--- src/rtl/core/bollinger_band_tracker_defines.svh ---
// Assertion macros shared by the band tracker RTL.
`ifndef BOLLINGER_BAND_TRACKER_DEFINES_SVH
`define BOLLINGER_BAND_TRACKER_DEFINES_SVH

`ifndef SYNTH
// Condition must hold in the same cycle as the trigger.
`define BBA_ASSERT_IMPLY(label, trig, cond) \
	label: assert property (@(posedge clk) disable iff (!arst_n) (trig) |-> (cond)) \
		else $error("bba assertion failed");
// Condition must hold in the cycle after the trigger.
`define BBA_ASSERT_NEXT(label, trig, cond) \
	label: assert property (@(posedge clk) disable iff (!arst_n) (trig) |=> (cond)) \
		else $error("bba assertion failed");
`else
`define BBA_ASSERT_IMPLY(label, trig, cond)
`define BBA_ASSERT_NEXT(label, trig, cond)
`endif

`endif

--- src/rtl/core/bba_pkg.sv ---
package bba_pkg;

	// Defaults for the top-level parameters.
	localparam int WINDOW_MAX_DEF   = 64;
	localparam int SAMPLE_WIDTH_DEF = 24;

	// Fixed register and field widths.
	localparam int LEN_W      = 7;
	localparam int BW_W       = 12;
	localparam int BAND_W     = 30;
	localparam int CFG_IDX_W  = 1;
	localparam int CFG_DATA_W = 12;

	// Shared divider and square root widths.
	localparam int DIV_W  = 64;
	localparam int ROOT_W = 32;

	// Register reset values and the ratio that stands for 1.0.
	localparam logic [LEN_W-1:0] LEN_RESET = 7'd20;
	localparam logic [BW_W-1:0]  BW_RESET  = 12'd512;
	localparam logic [BW_W-1:0]  RATIO_ONE = 12'd256;

	// Band limits and the largest scaled deviation kept.
	localparam int BAND_MAX = 536870911;
	localparam int BAND_MIN = -536870912;
	localparam logic [30:0] SCALED_MAX = 31'd1073741822;

	// Configuration register indexes.
	localparam logic [CFG_IDX_W-1:0] REG_WINDOW_LENGTH = 1'd0;
	localparam logic [CFG_IDX_W-1:0] REG_BAND_WIDTH    = 1'd1;

	// Sequencer states.
	typedef enum logic [3:0] {
		ST_IDLE,
		ST_UPD,
		ST_MDIV,
		ST_MEAN,
		ST_VAR,
		ST_VDRAIN,
		ST_ADIV,
		ST_SQRT,
		ST_MUL,
		ST_OUT
	} state_t;

endpackage

--- src/rtl/core/bba_ram.sv ---
module bba_ram #(
	parameter int WIDTH = 24,
	parameter int DEPTH = 64
) (
	input  logic                     clk,
	input  logic                     we,
	input  logic [$clog2(DEPTH)-1:0] waddr,
	input  logic [WIDTH-1:0]         wdata,
	input  logic [$clog2(DEPTH)-1:0] raddr,
	output logic [WIDTH-1:0]         rdata
);

	logic [WIDTH-1:0] mem_q [DEPTH];

	// One write port and one registered read port.
	always_ff @(posedge clk) begin
		if (we) begin
			mem_q[waddr] <= wdata;
		end
		rdata <= mem_q[raddr];
	end

endmodule

--- src/rtl/core/bba_div.sv ---
module bba_div (
	input  logic                           clk,
	input  logic                           arst_n,
	input  logic                           start,
	input  logic [bba_pkg::DIV_W-1:0]      dividend,
	input  logic [bba_pkg::LEN_W-1:0]      divisor,
	output logic                           done,
	output logic [bba_pkg::DIV_W-1:0]      quotient
);

	localparam int CNT_W = $clog2(bba_pkg::DIV_W);

	logic                         busy_q;
	logic                         done_q;
	logic [CNT_W-1:0]             cnt_q;
	logic [bba_pkg::LEN_W-1:0]    dsr_q;
	logic [bba_pkg::LEN_W-1:0]    rem_q;
	logic [bba_pkg::DIV_W-1:0]    quo_q;
	logic [bba_pkg::LEN_W:0]      rem_sh;
	logic [bba_pkg::LEN_W:0]      rem_sub;
	logic                         take;

	// One restoring step: bring in the next dividend bit and try a subtract.
	always_comb begin
		rem_sh  = {rem_q, quo_q[bba_pkg::DIV_W-1]};
		rem_sub = rem_sh - {1'b0, dsr_q};
		take    = rem_sh >= {1'b0, dsr_q};
	end

	// Control: one quotient bit per cycle.
	always_ff @(posedge clk or negedge arst_n) begin
		if (!arst_n) begin
			busy_q <= 1'b0;
			done_q <= 1'b0;
			cnt_q  <= '0;
		end else if (start) begin
			busy_q <= 1'b1;
			done_q <= 1'b0;
			cnt_q  <= '0;
		end else if (busy_q) begin
			cnt_q <= cnt_q + 1'b1;
			if (cnt_q == CNT_W'(bba_pkg::DIV_W - 1)) begin
				busy_q <= 1'b0;
				done_q <= 1'b1;
			end
		end else begin
			done_q <= 1'b0;
		end
	end

	// Partial remainder and quotient shift register.
	always_ff @(posedge clk) begin
		if (start) begin
			dsr_q <= divisor;
			rem_q <= '0;
			quo_q <= dividend;
		end else if (busy_q) begin
			rem_q <= take ? rem_sub[bba_pkg::LEN_W-1:0] : rem_sh[bba_pkg::LEN_W-1:0];
			quo_q <= {quo_q[bba_pkg::DIV_W-2:0], take};
		end
	end

	assign done     = done_q;
	assign quotient = quo_q;

endmodule

--- src/rtl/core/bba_sqrt.sv ---
module bba_sqrt (
	input  logic                        clk,
	input  logic                        arst_n,
	input  logic                        start,
	input  logic [bba_pkg::DIV_W-1:0]   operand,
	output logic                        done,
	output logic [bba_pkg::ROOT_W-1:0]  root
);

	localparam int CNT_W = $clog2(bba_pkg::ROOT_W);
	localparam int REM_W = bba_pkg::ROOT_W + 2;

	logic                        busy_q;
	logic                        done_q;
	logic [CNT_W-1:0]            cnt_q;
	logic [bba_pkg::DIV_W-1:0]   op_q;
	logic [REM_W-1:0]            rem_q;
	logic [bba_pkg::ROOT_W-1:0]  root_q;
	logic [REM_W+1:0]            rem_sh;
	logic [REM_W+1:0]            trial;
	logic [REM_W+1:0]            rem_sub;
	logic                        take;

	// One digit step: two operand bits in, one root bit out.
	always_comb begin
		rem_sh  = {rem_q, op_q[bba_pkg::DIV_W-1 -: 2]};
		trial   = {2'b00, root_q, 2'b01};
		rem_sub = rem_sh - trial;
		take    = rem_sh >= trial;
	end

	// Control: one root bit per cycle.
	always_ff @(posedge clk or negedge arst_n) begin
		if (!arst_n) begin
			busy_q <= 1'b0;
			done_q <= 1'b0;
			cnt_q  <= '0;
		end else if (start) begin
			busy_q <= 1'b1;
			done_q <= 1'b0;
			cnt_q  <= '0;
		end else if (busy_q) begin
			cnt_q <= cnt_q + 1'b1;
			if (cnt_q == CNT_W'(bba_pkg::ROOT_W - 1)) begin
				busy_q <= 1'b0;
				done_q <= 1'b1;
			end
		end else begin
			done_q <= 1'b0;
		end
	end

	// Remainder, root and operand shift.
	always_ff @(posedge clk) begin
		if (start) begin
			op_q   <= operand;
			rem_q  <= '0;
			root_q <= '0;
		end else if (busy_q) begin
			op_q   <= {op_q[bba_pkg::DIV_W-3:0], 2'b00};
			rem_q  <= take ? rem_sub[REM_W-1:0] : rem_sh[REM_W-1:0];
			root_q <= {root_q[bba_pkg::ROOT_W-2:0], take};
		end
	end

	assign done = done_q;
	assign root = root_q;

endmodule

--- src/rtl/core/bollinger_band_tracker.sv ---
// Bollinger band tracker: takes one signed sample per transfer and returns one
// result per sample with the window mean and the bands at mean plus and minus
// the scaled population deviation. Until window_length samples have arrived the
// result carries valid_res low and zero bands. With a full window a bit-serial
// divider is used twice (mean, then mean square), the window is walked one
// entry per cycle through the sample RAM read port, and a digit-serial root
// unit takes the square root. The sample input is stalled while an item is
// being processed. Writing window_length clears the history.
`include "bollinger_band_tracker_defines.svh"

module bollinger_band_tracker #(
	parameter int WINDOW_MAX   = bba_pkg::WINDOW_MAX_DEF,
	parameter int SAMPLE_WIDTH = bba_pkg::SAMPLE_WIDTH_DEF
) (
	input  logic                                 clk,
	input  logic                                 arst_n,
	input  logic                                 sample_valid,
	output logic                                 sample_stall,
	input  logic signed [SAMPLE_WIDTH-1:0]       sample,
	input  logic                                 cfg_valid,
	output logic                                 cfg_ready,
	input  logic [bba_pkg::CFG_IDX_W-1:0]        cfg_index,
	input  logic [bba_pkg::CFG_DATA_W-1:0]       cfg_data,
	output logic                                 band_valid,
	input  logic                                 band_stall,
	output logic                                 valid_res,
	output logic signed [bba_pkg::BAND_W-1:0]    upper_band,
	output logic signed [SAMPLE_WIDTH-1:0]       middle_band,
	output logic signed [bba_pkg::BAND_W-1:0]    lower_band
);

	localparam int PW    = $clog2(WINDOW_MAX);
	localparam int SW    = SAMPLE_WIDTH;
	localparam int LW    = bba_pkg::LEN_W;
	localparam int SUM_W = SW + PW + 1;
	localparam int SQ_W  = 2 * SW + 2;
	localparam int SQX_W = (SQ_W > 64) ? SQ_W : 65;
	localparam int B_W   = ((SW > 31) ? SW : 31) + 2;
	localparam int PROD_W = bba_pkg::ROOT_W + bba_pkg::BW_W;
	localparam logic signed [B_W-1:0] BMAX = B_W'(bba_pkg::BAND_MAX);
	localparam logic signed [B_W-1:0] BMIN = B_W'(bba_pkg::BAND_MIN);

	bba_pkg::state_t state_q, state_nx;

	logic [LW-1:0]                   len_q;
	logic [bba_pkg::BW_W-1:0]        bw_q;
	logic signed [SUM_W-1:0]         sum_q;
	logic [PW-1:0]                   wp_q;
	logic [LW-1:0]                   fill_q;
	logic signed [SW-1:0]            x_q;
	logic                            neg_q;
	logic                            full_q;
	logic signed [SW-1:0]            mean_q;
	logic [LW-1:0]                   k_q;
	logic [63:0]                     acc_q;
	logic [bba_pkg::ROOT_W-1:0]      dev_q;
	logic [30:0]                     scaled_q;
	logic                            rdv_q;
	logic                            av_s1;
	logic                            sv_s2;
	logic [SW:0]                     a_s1;
	logic [SQ_W-1:0]                 sq_s2;
	logic                            band_valid_q;
	logic                            valid_res_q;
	logic signed [bba_pkg::BAND_W-1:0] upper_q;
	logic signed [SW-1:0]            middle_q;
	logic signed [bba_pkg::BAND_W-1:0] lower_q;

	logic                            cfg_xfer;
	logic                            in_xfer;
	logic                            out_load;
	logic                            pipe_empty;
	logic [LW-1:0]                   len_sat;
	logic                            full_old;
	logic signed [SUM_W-1:0]         sum_nx;
	logic [LW-1:0]                   fill_nx;
	logic                            full_nx;
	logic [SUM_W-1:0]                mag_nx;
	logic [LW-1:0]                   back;
	logic [PW:0]                     idx_raw;
	logic [PW-1:0]                   raddr;
	logic [SW-1:0]                   rdata;
	logic signed [SW:0]              diff;
	logic [SW:0]                     diff_abs;
	logic [SQX_W-1:0]                sqx;
	logic [63:0]                     sq64;
	logic [64:0]                     acc_sum;
	logic [bba_pkg::BW_W-1:0]        ratio;
	logic [PROD_W-1:0]               prod;
	logic [PROD_W-9:0]               prod_sh;
	logic signed [B_W-1:0]           up_raw;
	logic signed [B_W-1:0]           lo_raw;
	logic signed [B_W-1:0]           up_cl;
	logic signed [B_W-1:0]           lo_cl;
	logic signed [SW-1:0]            mean_nx;
	logic                            div_start;
	logic                            div_done;
	logic                            sqrt_start;
	logic                            sqrt_done;
	logic [bba_pkg::DIV_W-1:0]       div_dividend;
	logic [bba_pkg::DIV_W-1:0]       div_quo;
	logic [bba_pkg::ROOT_W-1:0]      sqrt_root;

	// Handshakes; configuration takes priority over a sample.
	assign cfg_ready    = (state_q == bba_pkg::ST_IDLE);
	assign sample_stall = (state_q != bba_pkg::ST_IDLE) || cfg_valid;
	assign cfg_xfer     = cfg_valid && cfg_ready;
	assign in_xfer      = sample_valid && !sample_stall;
	assign out_load     = (state_q == bba_pkg::ST_OUT) && (!band_valid_q || !band_stall);
	assign pipe_empty   = !rdv_q && !av_s1 && !sv_s2;

	// Window length written as zero means one and saturates at the ring depth.
	always_comb begin
		len_sat = cfg_data[LW-1:0];
		if (len_sat == '0) begin
			len_sat = LW'(1);
		end else if (int'(len_sat) > WINDOW_MAX) begin
			len_sat = LW'(WINDOW_MAX);
		end
	end

	// Running sum update for the sample just taken.
	always_comb begin
		full_old = fill_q >= len_q;
		sum_nx   = sum_q + SUM_W'(x_q) - (full_old ? SUM_W'(signed'(rdata)) : '0);
		fill_nx  = full_old ? fill_q : fill_q + 1'b1;
		full_nx  = fill_nx >= len_q;
		mag_nx   = sum_nx[SUM_W-1] ? unsigned'(-sum_nx) : unsigned'(sum_nx);
		mean_nx  = neg_q ? -signed'(div_quo[SW-1:0]) : signed'(div_quo[SW-1:0]);
	end

	// Ring address that lies back entries behind the write pointer.
	always_comb begin
		back    = (state_q == bba_pkg::ST_VAR) ? k_q : len_q;
		idx_raw = {1'b0, wp_q} + (PW + 1)'(WINDOW_MAX) - (PW + 1)'(back);
		if (idx_raw >= (PW + 1)'(WINDOW_MAX)) begin
			idx_raw = idx_raw - (PW + 1)'(WINDOW_MAX);
		end
		raddr = idx_raw[PW-1:0];
	end

	// Squared difference and saturating accumulation.
	always_comb begin
		diff     = {rdata[SW-1], rdata} - {mean_q[SW-1], mean_q};
		diff_abs = diff[SW] ? unsigned'(-diff) : unsigned'(diff);
		sqx      = SQX_W'(sq_s2);
		sq64     = (|sqx[SQX_W-1:64]) ? '1 : sqx[63:0];
		acc_sum  = {1'b0, acc_q} + {1'b0, sq64};
	end

	// Band scaling and clamping.
	always_comb begin
		ratio   = (bw_q == '0) ? bba_pkg::RATIO_ONE : bw_q;
		prod    = PROD_W'(dev_q) * PROD_W'(ratio);
		prod_sh = prod[PROD_W-1:8];
		up_raw  = B_W'(mean_q) + B_W'({1'b0, scaled_q});
		lo_raw  = B_W'(mean_q) - B_W'({1'b0, scaled_q});
		up_cl   = (up_raw > BMAX) ? BMAX : ((up_raw < BMIN) ? BMIN : up_raw);
		lo_cl   = (lo_raw > BMAX) ? BMAX : ((lo_raw < BMIN) ? BMIN : lo_raw);
	end

	// Next state.
	always_comb begin
		state_nx = state_q;
		case (state_q)
			bba_pkg::ST_IDLE:   if (in_xfer) state_nx = bba_pkg::ST_UPD;
			bba_pkg::ST_UPD:    state_nx = full_nx ? bba_pkg::ST_MDIV : bba_pkg::ST_OUT;
			bba_pkg::ST_MDIV:   if (div_done) state_nx = bba_pkg::ST_MEAN;
			bba_pkg::ST_MEAN:   state_nx = bba_pkg::ST_VAR;
			bba_pkg::ST_VAR:    if (k_q == len_q) state_nx = bba_pkg::ST_VDRAIN;
			bba_pkg::ST_VDRAIN: if (pipe_empty) state_nx = bba_pkg::ST_ADIV;
			bba_pkg::ST_ADIV:   if (div_done) state_nx = bba_pkg::ST_SQRT;
			bba_pkg::ST_SQRT:   if (sqrt_done) state_nx = bba_pkg::ST_MUL;
			bba_pkg::ST_MUL:    state_nx = bba_pkg::ST_OUT;
			bba_pkg::ST_OUT:    if (out_load) state_nx = bba_pkg::ST_IDLE;
			default:            state_nx = bba_pkg::ST_IDLE;
		endcase
	end

	// Unit starts and operand selection.
	always_comb begin
		div_start    = 1'b0;
		sqrt_start   = 1'b0;
		div_dividend = acc_q;
		case (state_q)
			bba_pkg::ST_UPD: begin
				div_start    = full_nx;
				div_dividend = bba_pkg::DIV_W'(mag_nx);
			end
			bba_pkg::ST_VDRAIN: div_start = pipe_empty;
			bba_pkg::ST_ADIV:   sqrt_start = div_done;
			default: ;
		endcase
	end

	always_ff @(posedge clk or negedge arst_n) begin
		if (!arst_n) begin
			state_q <= bba_pkg::ST_IDLE;
		end else begin
			state_q <= state_nx;
		end
	end

	// Registers, history and ring pointers.
	always_ff @(posedge clk or negedge arst_n) begin
		if (!arst_n) begin
			len_q  <= bba_pkg::LEN_RESET;
			bw_q   <= bba_pkg::BW_RESET;
			sum_q  <= '0;
			wp_q   <= '0;
			fill_q <= '0;
		end else if (cfg_xfer) begin
			case (cfg_index)
				bba_pkg::REG_WINDOW_LENGTH: begin
					len_q  <= len_sat;
					sum_q  <= '0;
					wp_q   <= '0;
					fill_q <= '0;
				end
				bba_pkg::REG_BAND_WIDTH: bw_q <= cfg_data[bba_pkg::BW_W-1:0];
				default: ;
			endcase
		end else if (state_q == bba_pkg::ST_UPD) begin
			sum_q  <= sum_nx;
			fill_q <= fill_nx;
			wp_q   <= (wp_q == PW'(WINDOW_MAX - 1)) ? '0 : wp_q + 1'b1;
		end
	end

	// Variance walk pipeline control.
	always_ff @(posedge clk or negedge arst_n) begin
		if (!arst_n) begin
			rdv_q <= 1'b0;
			av_s1 <= 1'b0;
			sv_s2 <= 1'b0;
		end else begin
			rdv_q <= (state_q == bba_pkg::ST_VAR);
			av_s1 <= rdv_q;
			sv_s2 <= av_s1;
		end
	end

	// Working registers of one item.
	always_ff @(posedge clk) begin
		if (in_xfer) begin
			x_q <= sample;
		end
		if (state_q == bba_pkg::ST_UPD) begin
			neg_q  <= sum_nx[SUM_W-1];
			full_q <= full_nx;
		end
		if (state_q == bba_pkg::ST_MEAN) begin
			mean_q <= mean_nx;
			k_q    <= LW'(1);
			acc_q  <= '0;
		end else begin
			if (state_q == bba_pkg::ST_VAR) begin
				k_q <= k_q + 1'b1;
			end
			if (sv_s2) begin
				acc_q <= acc_sum[64] ? '1 : acc_sum[63:0];
			end
		end
		if (rdv_q) begin
			a_s1 <= diff_abs;
		end
		if (av_s1) begin
			sq_s2 <= SQ_W'(a_s1) * SQ_W'(a_s1);
		end
		if (state_q == bba_pkg::ST_SQRT && sqrt_done) begin
			dev_q <= sqrt_root;
		end
		if (state_q == bba_pkg::ST_MUL) begin
			scaled_q <= (prod_sh > (PROD_W - 8)'(bba_pkg::SCALED_MAX)) ?
				bba_pkg::SCALED_MAX : prod_sh[30:0];
		end
	end

	// Output register.
	always_ff @(posedge clk or negedge arst_n) begin
		if (!arst_n) begin
			band_valid_q <= 1'b0;
		end else if (out_load) begin
			band_valid_q <= 1'b1;
		end else if (!band_stall) begin
			band_valid_q <= 1'b0;
		end
	end

	always_ff @(posedge clk) begin
		if (out_load) begin
			valid_res_q <= full_q;
			upper_q     <= full_q ? up_cl[bba_pkg::BAND_W-1:0] : '0;
			middle_q    <= full_q ? mean_q : '0;
			lower_q     <= full_q ? lo_cl[bba_pkg::BAND_W-1:0] : '0;
		end
	end

	assign band_valid  = band_valid_q;
	assign valid_res   = valid_res_q;
	assign upper_band  = upper_q;
	assign middle_band = middle_q;
	assign lower_band  = lower_q;

	// Sample ring.
	bba_ram #(
		.WIDTH (SW),
		.DEPTH (WINDOW_MAX)
	) u_ring (
		.clk   (clk),
		.we    (state_q == bba_pkg::ST_UPD),
		.waddr (wp_q),
		.wdata (x_q),
		.raddr (raddr),
		.rdata (rdata)
	);

	// Shared divider for the mean and the mean square.
	bba_div u_div (
		.clk      (clk),
		.arst_n   (arst_n),
		.start    (div_start),
		.dividend (div_dividend),
		.divisor  (len_q),
		.done     (div_done),
		.quotient (div_quo)
	);

	// Deviation root.
	bba_sqrt u_sqrt (
		.clk     (clk),
		.arst_n  (arst_n),
		.start   (sqrt_start),
		.operand (div_quo),
		.done    (sqrt_done),
		.root    (sqrt_root)
	);

	`BBA_ASSERT_IMPLY(a_fill_bound, 1'b1, fill_q <= len_q)
	`BBA_ASSERT_NEXT(a_take_update, in_xfer, state_q == bba_pkg::ST_UPD)
	`BBA_ASSERT_IMPLY(a_div_owner, div_done,
		state_q == bba_pkg::ST_MDIV || state_q == bba_pkg::ST_ADIV)
	`BBA_ASSERT_IMPLY(a_full_result, band_valid_q && valid_res_q, fill_q == len_q)

endmodule

--- config.mk ---
export PLATFORM = sky130hd
export DESIGN_NAME = bollinger_band_tracker
export DESIGN_NICKNAME = d
export VERILOG_FILES = /design/src/rtl/core/bba_pkg.sv /design/src/rtl/core/bba_ram.sv /design/src/rtl/core/bba_div.sv /design/src/rtl/core/bba_sqrt.sv /design/src/rtl/core/bollinger_band_tracker.sv
export VERILOG_INCLUDE_DIRS = /design/src /design/src/rtl/core
export SDC_FILE = /design/constraint.sdc
export NUM_CORES = 2
export LEC_CHECK = 0
export BUFFER_PORTS_ARGS = -buffer_cell sky130_fd_sc_hd__buf_2
export CAP_MARGIN = 20
export CORE_ASPECT_RATIO = 0.7
export CORE_MARGIN = 4
export CORE_UTILIZATION = 64
export CTS_CLUSTER_DIAMETER = 200
export DETAILED_ROUTE_END_ITERATION = 7
export HOLD_SLACK_MARGIN = 0.12
export PLACE_DENSITY = 0.82
export SLEW_MARGIN = 5
export SYNTH_ARGS = -nofsm -noshare
export SYNTH_HDL_FRONTEND = slang
export SYNTH_SLANG_ARGS = --single-unit
--- constraint.sdc ---
create_clock -name clk -period 9.67 [get_ports clk]
set_input_delay 1.4505 -clock clk [delete_from_list [all_inputs] [get_ports clk]]
set_output_delay 1.4505 -clock clk [all_outputs]
set_load 0.05 [all_outputs]
==> metrics.md <==
| Metric | Value |
|---|---|
| R2R Path Start | a_s1[3] |
| I/O Pins | 130 |
| EDFF count, synth | 1943 |
| Critical Path, Cell by Cell | clkinv_1 -> nor2_1 -> fa_1 -> fa_1 -> fa_1 -> fa_1 -> fa_1 -> inv_1 -> fa_1 -> inv_1 -> fa_1 -> ha_1 -> and3_1 -> and3_1 -> nand4_1 -> nand2_1 -> o21ai_0 -> o21bai_1 -> a221o_1 -> o41ai_1 -> clkbuf_2 -> o211ai_1 -> o41ai_1 -> xnor2_1 |
| Slowest cell on crit path | edfxtp_1 |
| Cells after Synth | 9657 |
| Max-cap violation count | 1 |
| Placement row count | 136 |
| Clock sinks | 2197 |
| Post-synth ARST share | 0.0391 |
| Leakage | 54.1 nW |
| Worst rel slew slack | 0.00871 |
| Pin count of the biggest net entering global routing | 125 |
| CTS Hold Bufs | 0 |
| Die area | 0.205 sq mm |
| DRT Pass-1 Iters | 6 |
| Root Buffer | clkbuf_16 |
| Via count | 84094 |
| Gate power share | 0.001 |
| Most common cell after layout, fill and taps aside | edfxtp_1 |
| Port buffer count | 129 |
| H-Tree Level Count | 4 |
| Detail Route Antenna Nets | 0 |
| Final Hold Fails | 0 |
| Post-CTS Setup Inserts | 0 |
| Register area | 0.0639 sq mm |
| DIE WIDTH | 539 um |
| Vias in the first global route | 84913 |
| Fmax | 0.110 GHz |
| Layout cells sized above 1 | 0.129 |
| Final Cycle Share | 0.944 |
| CP Launch Point | a_s1[3] |
| Crit-path most repeated cell | fa_1 |
| Largest delay contributor family on the critical path | adder cells |
| Fill cells | 12669 |
| Starting DRT DRC Count | 12834 |
| Crit path DAT | 9.70 ns |
| Initial antenna violation count | 13 |
| Ys Warns | 0 |
| Setup-failing EPs final | 0 |
| WL/cell | 30.7 um |
| Routed WL | 386000 um |
| Most frequent cells in the layout | edfxtp_1, inv_1, nand2_1 |
| Via density per instance | 6.71 |
| Synth area leader | edfxtp_1 |
| Top cells by area, synth | edfxtp_1, fa_1, mux4_2, ha_1, inv_1 |
| CTS Buf Count | 204 |
| Synthesized area | 0.127 sq mm |
| Syn nets | 11001 |
| Cell Int Power | 14.9 mW |
| Worst skew pair latency | 0.90 ns |
| Worst-path maximum fanout | 13 |
| Required @ worst endpoint | 10.25 ns |
| Maximum root-to-sink buffer count | 4 |
| Outcome | finished with violations |
| Final nets | 11096 |
| Setup crit end kind | flip-flop |
| Syn avg cell area | 13.1 sq um |
| Starting Density | 0.644 |
| HP Start | u_div.rem_q[6] |
| Max incr delay on CP | 0.69 ns |
| TritonCTS clock tree | built |
| Fin. max-slew vios | 0 |
| Core outline area | 0.196 sq mm |
| Worst Clk Skew | 0.133 ns |
| First-pass GRT wire length | 569000 um |
| Final core occ | 0.700 |
| Total Routing Usage GR | 0.377 |
| Seq pwr share | 0.544 |
| HPWL Detailed | 247000 um |
| Number of distinct library cells after synthesis | 106 |
| Maximum VDD drop | 183 uV |
| Die H | 380 um |
| Synth Flop Type | edfxtp_1 |
| #FFs+latches synth | 2197 |
| Clock share of power | 0.454 |
| Post-cts resize count | 0 |
| Failing checks | capacitance limit |
| Net Switching | 3.76 mW |
| Area delta synth->final | 8.66% |
| Global route total overflow | 0 |
| Seq/Total Area, Yosys | 0.505 |
| Reg clk slew, reported paths | 0.07 ns |
| CP Launch Type | flip-flop |
| Slew @ Worst Pin | 1.48 ns |
| Gp weighted congestion | 0.962 |
| Remaining DRCs | 0 |
| Final Critical Period | 9.13 ns |
| Post-synth top area share | 0.461 |
| Setup TNS | 0 ns |
| Unrepaired setup endpoints after global routing | false |
| Sw frac | 0.201 |
| Power Dens Cells | 136 mW/mm^2 |
| Setup CP Type | reg2reg |
| WP buf/inv | 4 |
| Multi-input gate area | 0.0567 sq mm |
| Hold/Removal Path Class | reg2reg |
-- worst reg2reg max path: stages, from the launching register on --
cell and delay, ns:
edfxtp_1 0.69, clkinv_1 0.59, nor2_1 0.31, fa_1 0.48, fa_1 0.54, fa_1 0.61, fa_1 0.45, fa_1 0.55
inv_1 0.05, fa_1 0.48, inv_1 0.05, fa_1 0.45, ha_1 0.37, and3_1 0.22, and3_1 0.22, nand4_1 0.14
nand2_1 0.11, o21ai_0 0.42, o21bai_1 0.16, a221o_1 0.35, o41ai_1 0.50, clkbuf_2 0.27, o211ai_1 0.21, o41ai_1 0.52
xnor2_1 0.14
-- cells in the mapped netlist, types with 102 or more instances --
cell type	n
nor2_1	441
a21o_1	135
nand2_1	845
mux4_2	480
dfxtp_1	168
and2_1	313
inv_1	1219
edfxtp_1	1943
a21oi_1	385
nor2b_1	102
xnor2_1	244
fa_1	800
o21ai_0	375
clkbuf_1	365
xor2_1	127
ha_1	502
-- sequential cells by signal, summed over array words and instances (netlist names), 12 cells and up --
| register | cells |
|---|---|
| a_s1 | 25 |
| acc_q | 64 |
| bw_q | 12 |
| dev_q | 32 |
| lower_band | 30 |
| mean_q | 24 |
| middle_band | 24 |
| scaled_q | 31 |
| sq_s2 | 49 |
| sum_q | 31 |
| u_div.quotient | 64 |
| u_ring.mem_q | 1536 |
| u_ring.rdata | 24 |
| u_sqrt.op_q | 64 |
| u_sqrt.rem_q | 34 |
| u_sqrt.root | 32 |
| upper_band | 30 |
| x_q | 24 |
-- cell families (layout without fill, tap and decap cells) --
family | count (synthesis) | count (layout) | share of synthesized area
compound gates | 1382 | 1382 | 0.0688
fa+ha+maj | 1302 | 1302 | 0.176
flops | 2197 | 2197 | 0.505
xor+xnor | 371 | 371 | 0.0257
buf+inv | 1663 | 1916 | 0.0500
simple gates | 2165 | 2165 | 0.0813
other cells | 1 | 6 | 0.0000296
mux | 576 | 576 | 0.0932
-- cell type report --
class / instances / area share
inverters: 1229 / 0.0336
repair buffers: 323 / 0.0166
clock buffers: 268 / 0.0404
multi-input cells: 5797 / 0.412
diodes: 5 / 0.0000910
clock inverters: 96 / 0.00850
well taps: 2622 / 0.0239
flip-flops and latches: 2197 / 0.465
-- metrics by stage --
step	hold WS [ns]	std cells	cell area, sq um	power [mW]	setup WS [ns]
6_report	0.484	12537	137000	18.7	0.545
5_1_grt	0.511	12533	137000	19.1	0.177
4_1_cts	0.476	12527	137000	18.7	0.460
3_5_place_dp	0.467	12163	131000	10.4	0.898
3_3_place_gp	0.461	12161	131000	10.4	1.02
2_1_floorplan	0.429	9657	127000	10.4	2.14
-- metal layers --
| layer | track usage | vias to the layer above | part of all wire |
|---|---|---|---|
| met1 | 0.524 | 41985 | 0.36 |
| met3 | 0.106 | 1281 | 0.13 |
| met2 | 0.556 | 6643 | 0.44 |
| li1 | - | 34185 | - |
| met4 | 0.180 | 0 | 0.061 |
| met5 | 0 | - | 0 |
-- power groups by stage --
stage,clock [mW],sequential (mW),combinational [mW]
final,8.49,10.2,0.0250
after global routing,8.90,10.2,0.0268
after CTS,8.50,10.2,0.0255
after detailed placement,0,10.4,0.0251
after global placement,0,10.4,0.0245
after floorplan,0,10.4,0.000710
-- worst paths after layout --
path	slack (ns)	cells after the start	endpoint
worst min register to register	0.48	2	u_div.rem_q[6]
min in group asynchronous	0.54	1	u_div.cnt_q[2]
max in group asynchronous	7.83	2	sum_q[7]
worst max register to register	0.54	24	sq_s2[47]
worst max-delay path	0.54	24	sq_s2[47]
worst min-delay path	0.48	2	u_div.rem_q[6]
(Power assumes the default switching activity.)
